**src/hw/rtl/tfss_pkg.sv**
```systemverilog
`default_nettype none
// ----------------------------------------------------------------------------
// tfss_pkg
// shared types and constants of the tape feeder step sequencer
// ----------------------------------------------------------------------------
package tfss_pkg;

  localparam int CFG_W      = 8;
  localparam int BOUNCE_W   = CFG_W + 1;
  localparam int CFG_IDX_W  = 2;

  // configuration register indexes
  localparam logic [CFG_IDX_W-1:0] CFG_DEBOUNCE_LIMIT  = 2'd0;
  localparam logic [CFG_IDX_W-1:0] CFG_STEP_WAIT_TICKS = 2'd1;

  // reset values
  localparam logic [CFG_W-1:0] DEBOUNCE_LIMIT_RST  = 8'd10;
  localparam logic [CFG_W-1:0] STEP_WAIT_TICKS_RST = 8'd10;

  // two-sample hole history patterns
  localparam logic [1:0] HIST_BOTH_HOLE = 2'b11;
  localparam logic [1:0] HIST_NO_HOLE   = 2'b00;

  typedef enum logic [2:0] {
    PH_GAP    = 3'd0,
    PH_IDLE   = 3'd1,
    PH_CLEAR  = 3'd2,
    PH_SEEK   = 3'd3,
    PH_REWIND = 3'd4
  } phase_t;

  typedef struct packed {
    logic button_pressed;
    logic feed_level;
    logic hole_seen;
    logic tension_ok;
  } tick_t;

  typedef struct packed {
    phase_t           phase;
    logic [1:0]       hist;
    logic [CFG_W-1:0] wait_cnt;
    logic             gear_dir;
  } seq_state_t;

  typedef struct packed {
    logic gear_pulse;
    logic rewind_pulse;
  } seq_pulse_t;

endpackage
`default_nettype wire

```
**src/hw/rtl/tfss_req.sv**
```systemverilog
`default_nettype none
// ----------------------------------------------------------------------------
// tfss_req
// feed request latching: feed line falling edge and button debounce
// ----------------------------------------------------------------------------
module tfss_req (
  input  tfss_pkg::tick_t                  tick,
  input  logic                             feed_prev,
  input  logic                             pending,
  input  logic [tfss_pkg::BOUNCE_W-1:0]    bounce,
  input  logic [tfss_pkg::CFG_W-1:0]       debounce_limit,
  output logic                             pending_nxt,
  output logic [tfss_pkg::BOUNCE_W-1:0]    bounce_nxt
);
  import tfss_pkg::*;

  logic [BOUNCE_W-1:0] limit_ext;

  assign limit_ext = {1'b0, debounce_limit};

  always_comb begin
    pending_nxt = pending | (feed_prev & ~tick.feed_level);
    bounce_nxt  = bounce;
    if (tick.button_pressed) begin
      if (bounce == limit_ext) begin
        bounce_nxt  = bounce + BOUNCE_W'(1);
        pending_nxt = 1'b1;
      end else if (bounce < limit_ext) begin
        bounce_nxt = bounce + BOUNCE_W'(1);
      end
    end else begin
      bounce_nxt = '0;
    end
  end

endmodule
`default_nettype wire

```
**src/hw/rtl/tfss_seq.sv**
```systemverilog
`default_nettype none
// ----------------------------------------------------------------------------
// tfss_seq
// step wait countdown and phase sequencing for one tick
// ----------------------------------------------------------------------------
module tfss_seq (
  input  tfss_pkg::seq_state_t         cur,
  input  logic                         pending,
  input  logic                         hole_seen,
  input  logic                         tension_ok,
  input  logic [tfss_pkg::CFG_W-1:0]   step_wait_ticks,
  output tfss_pkg::seq_state_t         nxt,
  output logic                         pending_nxt,
  output tfss_pkg::seq_pulse_t         pulse
);
  import tfss_pkg::*;

  seq_state_t s;
  logic       act;
  logic       run;
  logic       pend;
  logic       gp;
  logic       rp;

  always_comb begin
    s    = cur;
    pend = pending;
    gp   = 1'b0;
    rp   = 1'b0;
    act  = 1'b1;
    run  = 1'b0;

    // countdown, act on the tick it reaches zero
    if (cur.wait_cnt != '0) begin
      s.wait_cnt = cur.wait_cnt - CFG_W'(1);
      act        = (s.wait_cnt == '0);
    end

    if (act) begin
      case (s.phase)
        PH_IDLE, PH_CLEAR, PH_SEEK, PH_REWIND: run = 1'b1;
        default:                               s.phase = PH_IDLE;
      endcase
    end

    if (run) begin
      if (s.phase == PH_IDLE && pend) begin
        pend    = 1'b0;
        s.phase = PH_CLEAR;
      end
      if (s.phase == PH_CLEAR) begin
        s.hist = {s.hist[0], hole_seen};
        if (s.hist == HIST_NO_HOLE) s.phase = PH_SEEK;
        else                        gp      = 1'b1;
      end
      // same sample shifts in again when clear finishes this tick
      if (s.phase == PH_SEEK && !gp) begin
        s.hist = {s.hist[0], hole_seen};
        if (s.hist == HIST_BOTH_HOLE) s.phase = PH_REWIND;
        else                          gp      = 1'b1;
      end
      if (s.phase == PH_REWIND) begin
        if (tension_ok) s.phase = PH_GAP;
        else            rp      = 1'b1;
      end
      if (gp) begin
        s.gear_dir = 1'b1;
        s.wait_cnt = step_wait_ticks;
      end else if (rp) begin
        s.gear_dir = 1'b0;
        s.wait_cnt = step_wait_ticks;
      end
    end

    nxt                = s;
    pending_nxt        = pend;
    pulse.gear_pulse   = gp;
    pulse.rewind_pulse = rp;
  end

endmodule
`default_nettype wire

```
**src/hw/rtl/tape_feeder_step_sequencer_core.sv**
```systemverilog
`default_nettype none
// ----------------------------------------------------------------------------
// tape_feeder_step_sequencer_core
// tick-driven feed sequencer for a tape feeder gear and rewinder stepper
// ----------------------------------------------------------------------------
// usage:
//   - in_* channel: one transaction per 1 ms tick carrying the sampled button,
//     feed line, tape hole and tension levels (valid/stall handshake)
//   - out_* channel: one transaction per tick with the gear and rewinder step
//     pulses, the direction levels and the phase after that tick
//   - cfg_* channel: register writes (debounce limit, step wait), always ready;
//     write only while no tick transaction is in flight
//   - path: a tick waits in the input register, then out_* shows the result register
//   - throughput: one tick per clock while out_stall is low, set by the input
//     register feeding one stage of next-state logic into the result register
//   - reset: phase restart gap, feed line taken as idle high, counters and
//     hole history cleared, both registers back to 10
//   - receiver stall: the result register holds; the input register takes one
//     more tick, then in_stall rises until the result moves on
// ----------------------------------------------------------------------------
module tape_feeder_step_sequencer_core (
  input  logic                               clk,
  input  logic                               rst_n,
  // tick input
  input  logic                               in_valid,
  output logic                               in_stall,
  input  logic                               in_button_pressed,
  input  logic                               in_feed_level,
  input  logic                               in_hole_seen,
  input  logic                               in_tension_ok,
  // result output
  output logic                               out_valid,
  input  logic                               out_stall,
  output logic                               out_gear_pulse,
  output logic                               out_gear_forward,
  output logic                               out_rewind_pulse,
  output logic                               out_rewind_dir_level,
  output logic [2:0]                         out_phase,
  // configuration writes
  input  logic                               cfg_valid,
  output logic                               cfg_ready,
  input  logic [tfss_pkg::CFG_IDX_W-1:0]     cfg_index,
  input  logic [tfss_pkg::CFG_W-1:0]         cfg_data
);
  import tfss_pkg::*;

  // configuration registers
  logic [CFG_W-1:0]    debounce_limit_r;
  logic [CFG_W-1:0]    step_wait_ticks_r;

  // input register
  logic                in_vld_r;
  tick_t               in_item_r;

  // sequencer state
  seq_state_t          seq_r;
  seq_state_t          seq_nxt;
  logic [BOUNCE_W-1:0] bounce_r;
  logic [BOUNCE_W-1:0] bounce_nxt;
  logic                pending_r;
  logic                pending_nxt;
  logic                feed_prev_r;

  // result register
  logic                out_vld_r;
  seq_pulse_t          pulse_r;
  seq_pulse_t          pulse_nxt;
  logic                gear_fwd_r;
  phase_t              phase_out_r;

  logic                req_pending;
  logic                adv;
  logic                in_take;

  // tick moves into the result register when that register is free or leaving
  assign adv       = in_vld_r & (~out_vld_r | ~out_stall);
  assign in_stall  = in_vld_r & ~adv;
  assign in_take   = in_valid & ~in_stall;
  assign cfg_ready = 1'b1;

  tfss_req u_req (
    .tick           (in_item_r),
    .feed_prev      (feed_prev_r),
    .pending        (pending_r),
    .bounce         (bounce_r),
    .debounce_limit (debounce_limit_r),
    .pending_nxt    (req_pending),
    .bounce_nxt     (bounce_nxt)
  );

  // request latched on this tick may start the cycle on the same tick
  tfss_seq u_seq (
    .cur             (seq_r),
    .pending         (req_pending),
    .hole_seen       (in_item_r.hole_seen),
    .tension_ok      (in_item_r.tension_ok),
    .step_wait_ticks (step_wait_ticks_r),
    .nxt             (seq_nxt),
    .pending_nxt     (pending_nxt),
    .pulse           (pulse_nxt)
  );

  // control state
  always_ff @(posedge clk) begin
    if (!rst_n) begin
      debounce_limit_r  <= DEBOUNCE_LIMIT_RST;
      step_wait_ticks_r <= STEP_WAIT_TICKS_RST;
      in_vld_r          <= 1'b0;
      out_vld_r         <= 1'b0;
      seq_r.phase       <= PH_GAP;
      seq_r.hist        <= HIST_NO_HOLE;
      seq_r.wait_cnt    <= '0;
      seq_r.gear_dir    <= 1'b0;
      bounce_r          <= '0;
      pending_r         <= 1'b0;
      feed_prev_r       <= 1'b1;
    end else begin
      if (cfg_valid && cfg_ready) begin
        case (cfg_index)
          CFG_DEBOUNCE_LIMIT:  debounce_limit_r  <= cfg_data;
          CFG_STEP_WAIT_TICKS: step_wait_ticks_r <= cfg_data;
          default: ;
        endcase
      end
      if (in_take)  in_vld_r <= 1'b1;
      else if (adv) in_vld_r <= 1'b0;
      out_vld_r <= adv | (out_vld_r & out_stall);
      if (adv) begin
        seq_r       <= seq_nxt;
        bounce_r    <= bounce_nxt;
        pending_r   <= pending_nxt;
        feed_prev_r <= in_item_r.feed_level;
      end
    end
  end

  // payload registers
  always_ff @(posedge clk) begin
    if (in_take) begin
      in_item_r.button_pressed <= in_button_pressed;
      in_item_r.feed_level     <= in_feed_level;
      in_item_r.hole_seen      <= in_hole_seen;
      in_item_r.tension_ok     <= in_tension_ok;
    end
    if (adv) begin
      pulse_r     <= pulse_nxt;
      gear_fwd_r  <= seq_nxt.gear_dir;
      phase_out_r <= seq_nxt.phase;
    end
  end

  assign out_valid            = out_vld_r;
  assign out_gear_pulse       = pulse_r.gear_pulse;
  assign out_gear_forward     = gear_fwd_r;
  assign out_rewind_pulse     = pulse_r.rewind_pulse;
  assign out_rewind_dir_level = 1'b0;
  assign out_phase            = phase_out_r;

  // only one stepper moves per tick
  a_one_pulse: assert property (@(posedge clk) disable iff (!rst_n)
    out_vld_r |-> !(pulse_r.gear_pulse && pulse_r.rewind_pulse))
    else $error("gear and rewind pulse on the same tick");

  // a gear step leaves the gear direction forward
  a_gear_dir: assert property (@(posedge clk) disable iff (!rst_n)
    (out_vld_r && pulse_r.gear_pulse) |-> gear_fwd_r)
    else $error("gear pulse without forward direction");

  // a running step wait only exists inside an active feed cycle
  a_wait_phase: assert property (@(posedge clk) disable iff (!rst_n)
    (seq_r.wait_cnt != '0) |->
      (seq_r.phase == PH_CLEAR || seq_r.phase == PH_SEEK || seq_r.phase == PH_REWIND))
    else $error("step wait running outside a feed cycle");

  // a tick taken while the result register is free shows up on the next edge
  a_latency: assert property (@(posedge clk) disable iff (!rst_n)
    (in_vld_r && !out_vld_r) |=> out_vld_r)
    else $error("tick did not reach the result register");

endmodule
`default_nettype wire

```
**config.mk**
```make
export PLATFORM = sky130hd
export DESIGN_NAME = tape_feeder_step_sequencer_core
export DESIGN_NICKNAME = d
export VERILOG_FILES = /design/src/hw/rtl/tfss_pkg.sv /design/src/hw/rtl/tfss_req.sv /design/src/hw/rtl/tfss_seq.sv /design/src/hw/rtl/tape_feeder_step_sequencer_core.sv
export SDC_FILE = /design/constraint.sdc
export NUM_CORES = 1
export LEC_CHECK = 0
export ABC_AREA = 1
export BUFFER_PORTS_ARGS = -buffer_cell sky130_fd_sc_hd__buf_2
export CAP_MARGIN = 20
export CORE_MARGIN = 3
export CORE_UTILIZATION = 63
export DETAILED_ROUTE_END_ITERATION = 10
export MAX_ROUTING_LAYER = met4
export PLACE_DENSITY_LB_ADDON = 0.25
export SLEW_MARGIN = 10
export SYNTH_ARGS = -nofsm -noshare
export SYNTH_HDL_FRONTEND = slang
export SYNTH_SLANG_ARGS = --single-unit
```
**constraint.sdc**
```tcl
create_clock -name clk -period 5.6 [get_ports clk]
set_input_delay 1.12 -clock clk [delete_from_list [all_inputs] [get_ports clk]]
set_output_delay 1.12 -clock clk [all_outputs]
set_load 0.05 [all_outputs]
```
==> results.md <==
* Vias post-DR at between 2k and 2.5k
* Post-synthesis cell type count at approximately 40
* Mapped Area at between 2000 and 3000 um^2
* DRC Markers at 0
* Synth Instances at roughly 360
* PortBufs at 26
* CP startpoint kind: input port
* Die height at ~73 um
* Skew final at around 0.0042 ns
* Synth top cells by count: inv_1 (58), nand2_1 (56), dfxtp_1 (42), a21oi_1 (26)
* RSZ-0062 raised after global routing: no
* Synthesized area per cell at roughly 7.9 um^2
* Vias/cell at 5.22
* Setup Fix Bufs, Post-CTS at 0
* Share of the synthesized area in the top cell type at approximately 29%
* Final Util at 73.5%
* 1st-iter DRT viols at 90
* Least-Margin Pin Slew at between 0.6 and 0.7 ns
* Cell accounting for the most synthesized area: dfxtp_1
* Sequential cell area fraction in the yosys report at approximately two fifths
* Crit end category: output port
* Fin crit period at roughly 2.8 ns
* CP required at between 4 and 5 ns
* Pin count of the biggest net entering global routing at 21
* Critical Path Most Common Cell: buf_2
* Status: completed
* PostCTS Resize Cnt at 0
* Total gr overflow at 0
* Crit path max fanout at 3
* Seq cells post-synth at 52
* Clk buf depth at 2
* Setup TNS at 0 ns
* Final Hold Viols at 0
* Nets at ~420
* Initial Util at 68.5%
* Setup-failing EPs final at 0
* Peak VDD IR at 0.000256 V
* Clock buffer count from CTS at 5
* Most numerous cell in the Yosys netlist: inv_1
* Final cycle utilization of the critical path at between 40 and 50%
* Chip Width at 73.4 um
* Max_slew headroom at approximately three fifths
* Syn Nets at slightly below 400
* CTS root buffer: clkbuf_8
* Pins over their slew limit at 0
* Crit Path Class: input port to output port
* Avg WL per Cell at ~12 um
* Top cells by area, synth: dfxtp_1 (29%), edfxtp_1 (11%), inv_1 (7.6%), nand2_1 (7.4%), ha_1 (4.8%)
* Fillcell total at approximately 340
* Pre-antenna DRT Iters at 6
* Final worst slack at ~2.8 ns
* Die ar. at roughly 5400 um^2
* Ys async rst share at 0%
* Adder-cell share of the synthesized area at approximately 4.8%
* Leakage at between 0.001 and 0.0015 uW
* Clock-pin slew on the worst setup and hold paths at roughly 0.08 ns
* XOR/XNOR share of the synthesized area at 1.23%
* CP arrival at between 1.5 and 2 ns
* Slowest CP cell: buf_2
* Compound-Gate Fraction of Synth Area at 15.8%
* Core Region at roughly 4200 um^2
* First-pass GRT wire length at ~8900 um
* Mux share of post-synthesis cell area at 0%
* Gpl congestion at roughly 0.84
* CP Cell Sequence: buf_2 -> nand2_1 -> nor2_1 -> buf_2
* Rows at 23
* Area delta synth->final at 7.26%
* Initial antenna violation count at 0
* Worst-Skew Late Latency at roughly 0.29 ns
* Final HPWL DP at roughly 4000 um
* Top_reg_cell synth: dfxtp_1
* Post-synth EDFFs at 10
* CTS sink cnt at 52
* R2r setup slk at between 2 and 3 ns
* P per Cell Area at about 550 nW/um^2
* Yosys warns at 0
* Main combinational cell family by area after synthesis: simple AND/OR/NAND/NOR gates
* Final wirelength at between 5000 and 6000 um
* Critical path's top delay family: buffers and inverters
* Post-Synth Simple-Gate Area at 27.1%
* I/O pin total at 29
* Pre-CTS WS at approximately 2.7 ns
* ANT nets after route at 0
* Max cap viols at 0
* Vias in the first global route at 2165
* Share of cells above drive strength 1 at between 20 and 25%
* F_max at 0.358 GHz
* ANT cells at 0
* Htree depth at 2
* Worst Hold Class: flop to flop
* Buf/Inv on CP at 2
* CTS tree: built
* Gr usage total at roughly 21%
* Hold-fix buffers, CTS at 0
* Max incr delay on CP at around 0.28 ns
## sequential cells by signal, indices dropped and copies added, names as in the netlist
register and cells:
out_gear_pulse 1, bounce_r 9, out_phase 3, out_gear_forward 1
debounce_limit_r 8, in_item_r 4, seq_r 13, in_vld_r 1
step_wait_ticks_r 8, feed_prev_r 1, out_rewind_pulse 1, pending_r 1
out_valid 1
## cell families (layout without fill, tap and decap cells)
| group | count (synthesis) | in the layout |
|---|---|---|
| DFF | 52 | 52 |
| xor gates and xnor gates | 4 | 4 |
| buffers and inverters | 75 | 98 |
| other | 2 | 2 |
| AOI/OAI and AO/OA | 76 | 76 |
| and+or+nand+nor | 144 | 144 |
| adders and majority gates | 11 | 11 |
## stage by stage
step	hold WS (ns)	power [uW]	std cells	cell area [um^2]
detailed placement	0.457	1480	429	2990
global route	0.495	1820	437	3070
CTS	0.468	1690	437	3070
finish	0.466	1680	437	3070
global placement	0.449	1450	429	2990
floorplan	0.435	1330	364	2860
## worst paths after layout
kind	from	end	depth (start not counted)
worst max-delay path	out_stall	in_stall	4
worst min-delay path	seq_r[9]	seq_r[9]	2
worst max register to register	seq_r[1]	seq_r[6]	23
worst min register to register	seq_r[9]	seq_r[9]	2
## layer usage
| metal | track usage, % | wire length, um | vias up |
|---|---|---|---|
| li1 | - | - | 1221 |
| met1 | 24.5 | 2410 | 1013 |
| met2 | 36.9 | 2520 | 33 |
| met3 | 4.24 | 151 | 14 |
| met4 | 8.25 | 106 | 0 |
| met5 | - | 0 | - |
## layout by cell type (no fill, tap or decap), types with 2 or more instances in the layout
| master | count |
|---|---|
| a211oi_1 | 2 |
| a21oi_1 | 26 |
| a21oi_2 | 8 |
| buf_2 | 26 |
| clkbuf_1 | 2 |
| clkbuf_8 | 5 |
| conb_1 | 2 |
| dfxtp_1 | 42 |
| edfxtp_1 | 10 |
| ha_1 | 11 |
| inv_1 | 58 |
| inv_2 | 4 |
| nand2_1 | 56 |
| nand2_2 | 17 |
| nand2_4 | 4 |
| nand3_1 | 19 |
| nand3_2 | 10 |
| nand4_1 | 3 |
| nor2_1 | 19 |
| nor2_2 | 4 |
| nor2_4 | 2 |
| nor3_1 | 4 |
| nor3b_1 | 2 |
| nor4_1 | 2 |
| o211ai_1 | 5 |
| o21ai_0 | 19 |
| o21ai_1 | 7 |
| o21ai_2 | 3 |
| xor2_1 | 3 |
## worst reg2reg max path, delay by kind of cell (launching register included)
kind | cells | cell delay [ns]
compound gates | 2 | 0.21
fa+ha+maj | 1 | 0.23
buf+inv | 2 | 0.16
flops | 1 | 0.41
simple gates | 18 | 1.63
## cell type report
type	instances	area, um^2	area share (%)
Multi-Input combinational cell	237	1410	45.9
Sequential cell	52	1140	37.2
Inverter	63	236	7.71
Timing Repair Buffer	27	138	4.49
Clock buffer	7	76.3	2.49
Tap cell	50	62.6	2.04
Clock inverter	1	5.00	0.163
## where the power goes
| group | internal, uW | switching, uW | leakage (uW) |
|---|---|---|---|
| combinational | 348 | 641 | 0.000901 |
| clock | 87.9 | 111 | 0.0000422 |
| sequential | 443 | 47.7 | 0.000439 |
| total | 879 | 800 | 0.00138 |
No activity file was read; power rests on OpenSTA's default activity.
